## src/lsp_pkg.sv

```systemverilog
// ----------------------------------------------------------------------------
// lsp_pkg
// Shared types and constants for the LIFO stack with threshold purge.
// ----------------------------------------------------------------------------
`default_nettype none

package lsp_pkg;

   localparam int DEPTH_DEFAULT = 16;
   localparam int WORD_W        = 32;
   localparam int ENTRY_COUNT_W = 5;

   typedef enum logic [1:0] {
      OP_PUSH  = 2'd0,
      OP_POP   = 2'd1,
      OP_PURGE = 2'd2,
      OP_CLEAR = 2'd3
   } op_type;

   typedef enum logic [1:0] {
      ST_OK        = 2'd0,
      ST_OVERFLOW  = 2'd1,
      ST_UNDERFLOW = 2'd2
   } status_type;

endpackage

`default_nettype wire

```

## src/lifo_stack_with_threshold_purge.sv

```systemverilog
// ----------------------------------------------------------------------------
// lifo_stack_with_threshold_purge
// Bounded LIFO of signed 32-bit words with push, pop, purge-below-limit and
// clear.
//
// Input beat: taken on a rising edge with start high and busy low;
// req_operation selects the operation, req_value is the pushed word or the
// purge limit. Every input beat yields one result beat: rsp_strobe is high
// for exactly one cycle and the receiver cannot hold it off.
// Result and occupancy (N = entries held before the operation):
//   push, clear     : result registered on accept, busy stays low.
//   pop             : result registered on accept, busy, unless empty, while the
//                     new top is fetched from the word memory.
//   purge           : N = 0 is answered like clear; otherwise the walk reads
//                     one entry per cycle through the memory read port and
//                     compacts survivors in place, result when the walk ends,
//                     busy for the whole walk.
// Reset (synchronous, active high) empties the stack; memory contents are
// not cleared and need not be.
// ----------------------------------------------------------------------------
`default_nettype none

module lifo_stack_with_threshold_purge
   import lsp_pkg::*;
#(
   parameter int DEPTH = DEPTH_DEFAULT
) (
   input  wire logic                     clock,
   input  wire logic                     reset,
   input  wire logic                     start,
   output logic                          busy,
   input  wire logic [1:0]               req_operation,
   input  wire logic signed [WORD_W-1:0] req_value,
   output logic                          rsp_strobe,
   output logic signed [WORD_W-1:0]      rsp_read_value,
   output logic [ENTRY_COUNT_W-1:0]      rsp_entry_count,
   output logic                          rsp_is_empty,
   output logic                          rsp_is_full,
   output logic [1:0]                    rsp_status
);

   localparam int CntW  = $clog2(DEPTH + 1);
   localparam int AddrW = (DEPTH > 1) ? $clog2(DEPTH) : 1;

   typedef enum logic [1:0] {
      S_IDLE,
      S_POP,
      S_PURGE
   } state_type;

   state_type         state_ff, state_in;
   logic [CntW-1:0]   count_ff, count_in;
   logic [WORD_W-1:0] top_ff, top_in;
   logic [CntW-1:0]   rd_ff, rd_in;
   logic [CntW-1:0]   wr_ff, wr_in;
   logic [WORD_W-1:0] last_ff, last_in;
   logic signed [WORD_W-1:0] limit_ff, limit_in;

   logic              strobe_ff, strobe_in;
   logic [WORD_W-1:0] rsp_value_ff, rsp_value_in;
   logic [CntW-1:0]   rsp_count_ff, rsp_count_in;
   status_type        rsp_status_ff, rsp_status_in;

   logic              ram_we;
   logic [AddrW-1:0]  ram_waddr;
   logic [WORD_W-1:0] ram_wdata;
   logic              ram_re;
   logic [AddrW-1:0]  ram_raddr;
   logic [WORD_W-1:0] ram_rdata;

   logic              accept;
   op_type            op;
   logic              is_full_now;
   logic [CntW-1:0]   cnt_m1;
   logic [CntW-1:0]   cnt_m2;
   logic [CntW-1:0]   rd_inc;
   logic              keep;
   logic [CntW-1:0]   wr_next;
   logic [WORD_W-1:0] last_next;
   logic [CntW+ENTRY_COUNT_W-1:0] cnt_ext;

   lsp_ram #(
      .DEPTH (DEPTH)
   ) u_ram (
      .clock   (clock),
      .wr_en   (ram_we),
      .wr_addr (ram_waddr),
      .wr_data (ram_wdata),
      .rd_en   (ram_re),
      .rd_addr (ram_raddr),
      .rd_data (ram_rdata)
   );

   assign busy        = (state_ff != S_IDLE);
   assign accept      = start && !busy;
   assign op          = op_type'(req_operation);
   assign is_full_now = (count_ff == CntW'(DEPTH));
   assign cnt_m1      = count_ff - CntW'(1);
   assign cnt_m2      = count_ff - CntW'(2);
   assign rd_inc      = rd_ff + CntW'(1);
   assign keep        = !($signed(ram_rdata) < limit_ff);
   assign wr_next     = wr_ff + CntW'(keep);
   assign last_next   = keep ? ram_rdata : last_ff;

   always_comb begin
      state_in      = state_ff;
      count_in      = count_ff;
      top_in        = top_ff;
      rd_in         = rd_ff;
      wr_in         = wr_ff;
      last_in       = last_ff;
      limit_in      = limit_ff;
      strobe_in     = 1'b0;
      rsp_value_in  = rsp_value_ff;
      rsp_count_in  = rsp_count_ff;
      rsp_status_in = rsp_status_ff;
      ram_we        = 1'b0;
      ram_waddr     = count_ff[AddrW-1:0];
      ram_wdata     = req_value;
      ram_re        = 1'b0;
      ram_raddr     = cnt_m2[AddrW-1:0];

      unique case (state_ff)
         S_IDLE: begin
            if (accept) begin
               strobe_in     = 1'b1;
               rsp_status_in = ST_OK;
               unique case (op)
                  OP_PUSH: begin
                     if (is_full_now) begin
                        rsp_value_in  = top_ff;
                        rsp_count_in  = count_ff;
                        rsp_status_in = ST_OVERFLOW;
                     end else begin
                        ram_we       = 1'b1;
                        top_in       = req_value;
                        count_in     = count_ff + CntW'(1);
                        rsp_value_in = req_value;
                        rsp_count_in = count_ff + CntW'(1);
                     end
                  end
                  OP_POP: begin
                     if (count_ff == '0) begin
                        rsp_value_in  = '0;
                        rsp_count_in  = '0;
                        rsp_status_in = ST_UNDERFLOW;
                     end else begin
                        rsp_value_in = top_ff;
                        rsp_count_in = cnt_m1;
                        count_in     = cnt_m1;
                        ram_re       = (count_ff > CntW'(1));
                        state_in     = S_POP;
                     end
                  end
                  OP_PURGE: begin
                     if (count_ff == '0) begin
                        rsp_value_in = '0;
                        rsp_count_in = '0;
                     end else begin
                        strobe_in = 1'b0;
                        limit_in  = req_value;
                        rd_in     = '0;
                        wr_in     = '0;
                        ram_re    = 1'b1;
                        ram_raddr = '0;
                        state_in  = S_PURGE;
                     end
                  end
                  OP_CLEAR: begin
                     count_in     = '0;
                     rsp_value_in = '0;
                     rsp_count_in = '0;
                  end
                  default: ;
               endcase
            end
         end
         S_POP: begin
            top_in   = ram_rdata;
            state_in = S_IDLE;
         end
         S_PURGE: begin
            ram_we    = keep;
            ram_waddr = wr_ff[AddrW-1:0];
            ram_wdata = ram_rdata;
            if (rd_ff == cnt_m1) begin
               count_in      = wr_next;
               top_in        = last_next;
               strobe_in     = 1'b1;
               rsp_value_in  = (wr_next == '0) ? '0 : last_next;
               rsp_count_in  = wr_next;
               rsp_status_in = ST_OK;
               state_in      = S_IDLE;
            end else begin
               rd_in     = rd_inc;
               wr_in     = wr_next;
               last_in   = last_next;
               ram_re    = 1'b1;
               ram_raddr = rd_inc[AddrW-1:0];
            end
         end
         default: state_in = S_IDLE;
      endcase
   end

   always_ff @(posedge clock) begin
      if (reset) begin
         state_ff  <= S_IDLE;
         count_ff  <= '0;
         strobe_ff <= 1'b0;
      end else begin
         state_ff  <= state_in;
         count_ff  <= count_in;
         strobe_ff <= strobe_in;
      end
      top_ff        <= top_in;
      rd_ff         <= rd_in;
      wr_ff         <= wr_in;
      last_ff       <= last_in;
      limit_ff      <= limit_in;
      rsp_value_ff  <= rsp_value_in;
      rsp_count_ff  <= rsp_count_in;
      rsp_status_ff <= rsp_status_in;
   end

   assign cnt_ext         = (CntW+ENTRY_COUNT_W)'(rsp_count_ff);
   assign rsp_strobe      = strobe_ff;
   assign rsp_read_value  = rsp_value_ff;
   assign rsp_entry_count = cnt_ext[ENTRY_COUNT_W-1:0];
   assign rsp_is_empty    = (rsp_count_ff == '0);
   assign rsp_is_full     = (rsp_count_ff == CntW'(DEPTH));
   assign rsp_status      = rsp_status_ff;

   // count never exceeds capacity
   assert property (@(posedge clock) disable iff (reset)
      count_ff <= CntW'(DEPTH))
      else $error("stack count above capacity");

   // non-purge beats answer in the next cycle
   assert property (@(posedge clock) disable iff (reset)
      (accept && (op != OP_PURGE)) |=> rsp_strobe)
      else $error("missing result beat");

   // compaction write pointer never passes the read pointer
   assert property (@(posedge clock) disable iff (reset)
      (state_ff == S_PURGE) |-> (wr_ff <= rd_ff))
      else $error("purge write pointer ahead of read pointer");

   // no result beat while a purge walk is still running
   assert property (@(posedge clock) disable iff (reset)
      (state_ff == S_PURGE) && (rd_ff != cnt_m1) |=> !rsp_strobe)
      else $error("result beat during purge walk");

endmodule

`default_nettype wire

```

## src/lsp_ram.sv

```systemverilog
// ----------------------------------------------------------------------------
// lsp_ram
// Stack word storage: one write port, one read port, registered read data.
// ----------------------------------------------------------------------------
`default_nettype none

module lsp_ram
   import lsp_pkg::*;
#(
   parameter int DEPTH = DEPTH_DEFAULT,
   localparam int AddrW = (DEPTH > 1) ? $clog2(DEPTH) : 1
) (
   input  wire logic              clock,
   input  wire logic              wr_en,
   input  wire logic [AddrW-1:0]  wr_addr,
   input  wire logic [WORD_W-1:0] wr_data,
   input  wire logic              rd_en,
   input  wire logic [AddrW-1:0]  rd_addr,
   output logic      [WORD_W-1:0] rd_data
);

   logic [WORD_W-1:0] mem [DEPTH];
   logic [WORD_W-1:0] rd_data_ff;

   always_ff @(posedge clock) begin
      if (wr_en) begin
         mem[wr_addr] <= wr_data;
      end
   end

   always_ff @(posedge clock) begin
      if (rd_en) begin
         rd_data_ff <= mem[rd_addr];
      end
   end

   assign rd_data = rd_data_ff;

endmodule

`default_nettype wire
```

## config.mk

```make
export PLATFORM = sky130hd
export DESIGN_NAME = lifo_stack_with_threshold_purge
export DESIGN_NICKNAME = d
export VERILOG_FILES = /design/src/lsp_pkg.sv /design/src/lifo_stack_with_threshold_purge.sv /design/src/lsp_ram.sv
export SDC_FILE = /design/constraint.sdc
export NUM_CORES = 1
export LEC_CHECK = 0
export ABC_AREA = 1
export BUFFER_PORTS_ARGS = -buffer_cell sky130_fd_sc_hd__buf_4
export CAP_MARGIN = 20
export CORE_MARGIN = 3
export CORE_UTILIZATION = 40
export CTS_CLUSTER_DIAMETER = 150
export DETAILED_ROUTE_END_ITERATION = 6
export GPL_ROUTABILITY_DRIVEN = 0
export PLACE_DENSITY = 0.63
export SYNTH_ARGS = -nofsm -noshare
export SYNTH_HDL_FRONTEND = slang
export SYNTH_SLANG_ARGS = --single-unit
```

## constraint.sdc

```tcl
create_clock -name clock -period 6.6 [get_ports clock]
set_clock_uncertainty 0.2 [all_clocks]
set_input_delay 0.99 -clock clock [delete_from_list [all_inputs] [get_ports clock]]
set_output_delay 0.99 -clock clock [all_outputs]
set_load 0.005 [all_outputs]
```

==> impl_summary.md, run 1 <==
CTS
The CTS buffer count is 71. The clock latency on the worst-skew pair is 0.61 ns. The post-cts hold buffer count is 0. After clock tree synthesis, the clock-pin slew on the worst setup and hold paths is 0.06 ns. The cell sitting at the root of the clock tree is a sky130_fd_sc_hd__clkbuf_16. The CTS tree is built. Once the clock tree was built, the setup fixing pass inserted 0 buffers.

The level count of the clock H-tree is 3. For this design, the sink count on the clock tree is roughly 700. The maximum number of buffers from clock root to sink is 3. The post-CTS resize count is 0.

Floorplanning
The top-level port count is 80. After floorplanning, the core was divided into 102 placement rows. The die height is around 290 um. The die is approximately 290 um wide.

The area inside the core boundary is about 0.078 mm2. Once the floorplan was initialized, standard cells occupied between 40% and 50% of the core. The die covers ~0.083 mm2.

Detailed routing
The average detailed-routed wire length per instance is between 20 and 25 um. The routed layout has approximately 23000 vias. The vias per cell is approximately 5.4.

In this run the remaining antenna-violating nets after routing total 0. The first detailed-routing pass ran for 5 iterations. After detailed routing, the number of remaining DRC violations is 0. The overall routed net length is just under 90 mm.

The number of violations reported at the end of detailed-routing iteration 0 is ~2300.

Critical path
For this run, the slowest stage of the critical path takes around 0.70 ns. The worst setup path is of the flop to flop kind. The type of element launching the critical path is a flop. The critical path arrival is 4.93 ns.

The maximum fanout count along the critical path is 60. The most numerous cell type found on the critical path is sky130_fd_sc_hd__nand3_1. The worst setup path is captured at a flop. The data required time at the worst endpoint is 6.82 ns.

The most critical setup path has its startpoint at count_ff[0]. The critical register-to-register path startpoint is count_ff[0]. The slowest stage cell on the critical path is sky130_fd_sc_hd__buf_4.

The signal on the critical path passes through inv_1 > ha_1 > inv_1 > nand2_1 > nand2_1 > nor2_1 > nand3_1 > nor2_2 > nand3_2 > nand2_2 > inv_2 > nand2_4 > buf_4 > buf_4 > nand3_1 > nand3_1 > nand3_1 > nand2_1.

Finish
The diode insertion count for antenna repair is 0. The top cell types in the final layout, fill and taps aside, are sky130_fd_sc_hd__nand2_1 (888), sky130_fd_sc_hd__edfxtp_1 (689), sky130_fd_sc_hd__nand3_1 (656). The most frequent standard cell in the layout excluding fill and tap cells is sky130_fd_sc_hd__nand2_1. The area growth from synthesis to layout is 13.69%. Of the cells placed in the final design, the portion with a size suffix greater than 1 is 9.903%.

The post-layout net count is about 3200.

Yosys
The post-synthesis instance area is between 0.03 and 0.04 mm2. Synthesis produced a netlist whose cell count is just over 3000. After synthesis, the cell types taking the most area are sky130_fd_sc_hd__edfxtp_1 (65%), sky130_fd_sc_hd__nand2_1 (10%), sky130_fd_sc_hd__nand3_1 (10%). Among all flip-flop cells after synthesis, the most frequent one is sky130_fd_sc_hd__edfxtp_1. The Yosys step of the flow raised 0 warnings. After synthesis, the mean cell area works out to 10.35 um2. The synthesized design contains ~700 register bits.

The unique cell type count in the Yosys netlist is 44. Summed over all instances, the cell type with the most area after synthesis is sky130_fd_sc_hd__edfxtp_1. The number of nets handed over by synthesis was roughly 3200. In this run, synthesis inferred between 600 and 700 flip-flops with an integrated enable. The share of the Yosys chip area taken by registers is 65.37%. The share of the synthesized area in the top cell type is 64.87%. In the synthesized netlist the async set-or-reset flop fraction comes to 0%.

Hold path
The path class of the tightest hold or removal check is flop to flop. In this run the most critical hold path is launched from state_ff[1].

Timing
Headroom to the max-slew limit came out at ~27%. The number of pins exceeding their max-slew limit in the final report is 0. In the finished design, the share of the clock period the worst path needs comes to between 70% and 80%. The summed negative setup slack over all endpoints is 0 ns.

The worst path setup slack after routing is between 1.5 and 2 ns. Setup violations remaining at the end of the flow were counted as 0. The final critical path time including I/O delays and setup is approximately 4.7 ns. For the pin with the worst max-slew slack, the measured transition is around 1.1 ns. The fmax is about 210 MHz.

Setup repair after global routing left no endpoint under its margin. The final number of hold-violating endpoints was 0.

Power and ir drop
The reported leakage power is ~14 nW. The combinational power share is between 30% and 40%. Internal power comes to around 9.3 mW.

The areal power density over the cells is 394.4 mW/mm2. Of the total power, the share spent switching nets is about a third. The part of the power in registers is between 30 and 40%. VDD sags by at most 291.7 uV.

Summed over all nets, the switching power comes to a little over 5 mW. The part of the total power dissipated in the clock network is just under 30%.

Global route
The pin count of the biggest net entering global routing is 155. The initial antenna violation count is 0. The via count of the first global-routing pass is between 20000 and 25000. The first-pass GRT wire length is 134.5 mm.

The remaining global-route overflow is 0. Global routing used between 20% and 30% of the available tracks.

Run
The tool flagged a number of max-cap violations equal to 0.

Outcome
The flow ran to the end, and the final reports show no timing, DRC or antenna violations.

Placement
Port buffering added just under 80 buffers. The total half-perimeter wirelength after legalization and detailed placement is 49.58 mm. At the placement stage, the worst setup path has a slack of around 2.0 ns.
cell usage after synthesis, types with 2 or more instances:
library cell,count
sky130_fd_sc_hd__nand2_1,892
sky130_fd_sc_hd__edfxtp_1,689
sky130_fd_sc_hd__nand3_1,656
sky130_fd_sc_hd__inv_1,186
sky130_fd_sc_hd__o21ai_0,114
sky130_fd_sc_hd__clkbuf_1,96
sky130_fd_sc_hd__a21oi_1,89
sky130_fd_sc_hd__nor2_1,86
sky130_fd_sc_hd__buf_2,77
sky130_fd_sc_hd__ha_1,47
sky130_fd_sc_hd__and2_1,32
sky130_fd_sc_hd__o21bai_1,32
sky130_fd_sc_hd__buf_4,13
sky130_fd_sc_hd__xor2_1,9
sky130_fd_sc_hd__dfxtp_1,8
sky130_fd_sc_hd__buf_1,4
sky130_fd_sc_hd__nor3_1,4
sky130_fd_sc_hd__buf_6,3
sky130_fd_sc_hd__inv_2,3
sky130_fd_sc_hd__nand2_2,3
sky130_fd_sc_hd__nand4_1,3
sky130_fd_sc_hd__nor4_1,3
sky130_fd_sc_hd__o21a_1,3
sky130_fd_sc_hd__o221ai_1,3
sky130_fd_sc_hd__or2_2,3
sky130_fd_sc_hd__nand3_2,2
sky130_fd_sc_hd__o211ai_1,2
sky130_fd_sc_hd__o22ai_1,2
sky130_fd_sc_hd__o32ai_1,2
sky130_fd_sc_hd__xnor2_1,2
layer usage:
layer	share of wire [%]	vias to the layer above	routed length, um	GRT usage, %
met1	42	11010	36950	29.01
met4	2.5	0	2195	6.700
met2	47	1017	41340	34.05
met3	7.9	132	6924	2.912
met5	0	-	0	0
li1	-	10750	-	-
critical path, delay by kind of cell (launching register included):
| family | cells | cell delay (ns) |
|---|---|---|
| adder cells (fa/ha/maj) | 1 | 0.36 |
| buffers and inverters | 5 | 1.68 |
| flip-flops | 1 | 0.57 |
| AND/OR/NAND/NOR | 12 | 1.64 |
through the flow:
step                cells  area (um2)  power [mW]  hold WS, ns  util [%]
floorplan            3082       31890       8.594       0.2747         -
global placement     4090       33760       10.03       0.2997     43.15
detailed placement   4091       33790       10.08       0.3019     43.19
CTS                  4218       36220       14.32       0.3113     46.30
global route         4221       36260       15.04       0.3280     46.35
finish               4221       36260       14.30       0.3069     46.35
final timing paths:
path,to,slack (ns),depth (start not counted)
setup reg to reg,u_ram.rd_data[18],1.89,18
hold reg to reg,state_ff[1],0.31,2
setup / recovery,u_ram.rd_data[18],1.89,18
hold / removal,state_ff[1],0.31,2
power groups by stage:
stage	combinational [mW]	sequential, mW	clock, mW
finish	4.49	5.56	4.25
global route	4.98	5.58	4.48
CTS	4.45	5.56	4.32
detailed placement	4.43	5.65	0
global placement	4.39	5.64	0
floorplan	2.98	5.62	0
cell type report:
| type | count | area (um2) |
|---|---|---|
| Fill cell | 7127 | 41970 |
| Sequential cell | 697 | 20850 |
| Multi-Input combinational cell | 2002 | 9647 |
| Clock buffer | 82 | 1882 |
| Timing Repair Buffer | 166 | 1316 |
| Tap cell | 1040 | 1301 |
| Inverter | 189 | 709.4 |
| Clock inverter | 45 | 553.0 |
cells by family after synthesis:
family / synth area share, %
compound gates: 4.480
xor+xnor: 0.3021
fa+ha+maj: 1.844
buf+inv: 5.037
flops: 65.37
simple gates: 22.96
state kept, by name, indices dropped and copies added, names as in the netlist, 32 cells and up:
register	cells
limit_ff	32
u_ram.rd_data	32
rsp_read_value	32
u_ram.mem	512
top_ff	32
last_ff	32
Note: power is estimated with default switching activity, not from simulation.
==> run 2: changes to the inputs <==
--- a/config.mk
+++ b/config.mk
@@ -13,7 +13,7 @@
 export CTS_CLUSTER_DIAMETER = 150
 export DETAILED_ROUTE_END_ITERATION = 6
 export GPL_ROUTABILITY_DRIVEN = 0
-export PLACE_DENSITY = 0.63
+export PLACE_DENSITY = 0.65
 export SYNTH_ARGS = -nofsm -noshare
 export SYNTH_HDL_FRONTEND = slang
 export SYNTH_SLANG_ARGS = --single-unit
==> constraint.sdc (replaced) <==
create_clock -name clock -period 4.3 [get_ports clock]
set_clock_uncertainty 0.2 [all_clocks]
set_input_delay 0.645 -clock clock [delete_from_list [all_inputs] [get_ports clock]]
set_output_delay 0.645 -clock clock [all_outputs]
set_load 0.005 [all_outputs]
==> run 2 against run 1 <==
Setup slack got worse by 1.3 ns. Fmax is 26% higher. Largest power group unchanged. Critical endpoint is now rsp_read_value[21]. Critical path depth is 1 lower. Count of clock-buffer cells in the layout up 18. Final cell count is 0.64% higher. Clock power up 46%. Critical path type unchanged. Sequential power rose by 53%. Power is 53% higher. Via count about the same.
==> impl_summary.md, run 2 (synthesis results as in run 1) <==
CTS
Once the clock tree was built, the setup fixing pass inserted 0 buffers. No sink is reached through more buffers than the 3 on the longest clock path. The cell chosen for the clock root is sky130_fd_sc_hd__clkbuf_16. Clock tree synthesis inserted a total of 74 buffers. Once the clock tree was built, the resizer swapped 0 gates to a different size.

CTS built an H-tree with a depth of 3. Clock-pin slew was measured on the worst setup and hold paths at 0.06 ns. TritonCTS built the clock tree. The clock latency on the worst-skew pair is ~0.61 ns. The number of clock sinks is roughly 700.

Power and ir drop
Total power for the finished layout comes to ~22 mW. The reported leakage power is roughly 15 nW. The largest vdd supply drop is between 400 and 500 uV. The areal power density over the cells is about 600 mW/mm2.

Critical path
On the critical path the largest part of the delay comes from adder cells. The number of buffers and inverters on the critical path is 2. The critical path endpoint category is a flop. Of all nets on the critical path, the largest fanout is 32. The most numerous cell on the critical path is sky130_fd_sc_hd__nand2_1.

Data on the critical path arrives at its endpoint at between 3 and 4 ns. The startpoint identified for the worst register-to-register timing path is u_ram.rd_data[15]. Traced cell by cell, the critical path runs through ha_1 > a21oi_1 > o21ai_0 > a21oi_1 > nand2_1 > nand2_1 > nand2_1 > nand2_1 > nand2_1 > inv_1 > ha_1 > ha_1 > nand3_1 > xnor2_1 > nor4_2 > buf_4 > o21bai_1. The data required time at the worst endpoint is 4.44 ns. The endpoint of the most critical register-to-register path is rsp_read_value[21]. The worst register-to-register path has a depth of 17.

In this design, the stage delay of the slowest critical-path cell is about 0.49 ns. The worst setup path is of the flop to flop kind. The type of element launching the critical path is a flop. On the critical path, the stage with the largest delay is an instance of sky130_fd_sc_hd__edfxtp_1. The setup slack of the worst register-to-register path is 0.55 ns.

Placement
Prior to clock tree synthesis, the placed netlist has a worst setup slack of slightly above 0.5 ns. Detailed placement finished with a half-perimeter wire length of roughly 50 mm. In this run the tool buffered the top-level ports with 79 buffer cells.

Outcome
The flow ran to the end, and the final reports show no timing, DRC or antenna violations.

Timing
The final critical path time including I/O delays and setup is between 3 and 4 ns. The setup-violating endpoint count in the final report is 0. The final number of hold-violating endpoints came to 0. Across all setup checks in the final design, the least slack found is 0.5490 ns. The actual transition at the worst max-transition pin is roughly 1.1 ns. The fmax is 266.6 MHz. Setup repair after global routing left no endpoint under its margin. Hold timing on the final database bottoms out at a slack of about 0.050 ns.

The worst slew margin relative to its limit is between 20 and 30%. The number of pins exceeding their max-slew limit in the final report is 0. The final critical path takes up 87.23% of the cycle. After routing, the total negative slack on setup checks comes to 0 ns.

Global route
The via count of the first global-routing pass came to ~22000. The first-pass GRT wire length is 130.9 mm. The total overflow left after global routing is 0. For this run, the total global-route usage over all layers was measured as between 20% and 30%. The initial antenna violation count is 3. Entering global routing, the biggest net connects between 100 and 150 pins.

Detailed routing
For this run, design rule violations remaining after detail routing come to 0. The detailed router finished its first iteration with ~2300 violations. Wire segments on met3 add up to between 6 and 7 mm in the final route. The overall routed net length is ~85 mm. In the final routed layout, each cell accounts on average for 20.02 um. The detailed route wirelength on metal2 is 39.59 mm. The detail route stage leaves a number of antenna-violating nets equal to 0. The uppermost layer routed is met4. The wire length on met1 is roughly 37 mm.

The total number of vias is 22910. After detailed routing, the number of vias per cell comes to approximately 5.4. The first-pass iteration count of the detailed router is 5.

Finish
Cells with a size suffix above 1 make up about a tenth of the layout. Leaving out fill and tap cells, the most frequent cell in the layout is sky130_fd_sc_hd__nand2_1. The register with the most flip-flops in the layout has 512 of them. From synthesis to final layout, the design area changed by 14.51%. The post-layout net count is between 3000 and 4000. The diode insertion count for antenna repair is 0. The library cells used most frequently in the layout, excluding fill and tap cells, are sky130_fd_sc_hd__nand2_1 (888), sky130_fd_sc_hd__edfxtp_1 (689), sky130_fd_sc_hd__nand3_1 (656). u_ram.mem holds more flip-flops than any other register.

Hold path
The path class of the tightest hold or removal check is primary input to flop. Along the worst hold path, the cell count comes to 1. The worst hold path begins at req_value[19]. The worst hold path endpoint is limit_ff[19].

Floorplanning
Measured along the x axis, the die boundary spans roughly 290 um. Measured along the y axis, the die boundary spans a little under 300 um. The area inside the core boundary is about 0.078 mm2. Once the floorplan was initialized, standard cells occupied 40.77% of the core.

After floorplanning, the core was divided into between 100 and 150 placement rows. The top-level port count is 80. The area of the die is between 0.08 and 0.09 mm2.

Run
Max-cap violations in this run came to 0.
run 2: cell count changes in the layout (fill, tap and decap cells not counted), moves of 2 or more:
| cell | previous run | this run |
|---|---|---|
| sky130_fd_sc_hd__clkinv_1 | 15 | 10 |
| sky130_fd_sc_hd__clkbuf_1 | 8 | 19 |
| sky130_fd_sc_hd__clkbuf_8 | 0 | 2 |
| sky130_fd_sc_hd__buf_4 | 161 | 167 |
| sky130_fd_sc_hd__bufinv_16 | 13 | 4 |
| sky130_fd_sc_hd__buf_12 | 4 | 20 |
| sky130_fd_sc_hd__clkbuf_16 | 74 | 79 |
run 2: area by class of cell:
cell class	instances	area, um2
Tap cell	1040	1301
Clock inverter	31	259.0
Timing Repair Buffer	189	1679
Clock buffer	100	2076
Multi-Input combinational cell	2002	9647
Fill cell	7125	41710
Sequential cell	697	20850
Inverter	189	709.4
run 2: worst max path at each step:
stage / startpoint / end / slack [ns] / cells after the start
6_report: u_ram.rd_data[15] / rsp_read_value[21] / 0.55 / 17
5_1_grt: u_ram.rd_data[15] / rsp_read_value[3] / 0.34 / 17
4_1_cts: u_ram.rd_data[15] / rsp_read_value[21] / 0.51 / 17
3_5_place_dp: u_ram.rd_data[15] / rsp_read_value[21] / 0.51 / 17
3_3_place_gp: u_ram.rd_data[15] / rsp_read_value[18] / 0.58 / 17
2_1_floorplan: u_ram.rd_data[27] / u_ram.mem[0][0] / 0.49 / 13
run 2: metrics by stage:
stage | cell area, um2 | util (%) | std cells
finish | 36520 | 46.68 | 4248
detailed placement | 34180 | 43.69 | 4116
global route | 36520 | 46.68 | 4248
global placement | 34160 | 43.67 | 4115
floorplan | 31900 | - | 3082
CTS | 36520 | 46.68 | 4248
run 2: power breakdown:
part	internal, mW	leakage, nW	switching [mW]
logic	2.10	7.08	5.06
registers	8.32	6.33	0.187
clock network	3.62	1.15	2.58
total	14.0	14.6	7.82
run 2: repair_timing:
| item | 4_1_cts | 5_1_grt |
|---|---|---|
| endpoints found under the hold margin | 1 | 0 |
| hold buffers | 1 | 0 |
| endpoints found under the setup margin | 0 | 0 |
run 2: metal layers:
layer,up-vias,track usage (%)
met4,0,6.636
met1,10930,28.55
li1,10800,-
met2,1028,32.59
met5,-,0
met3,155,2.802
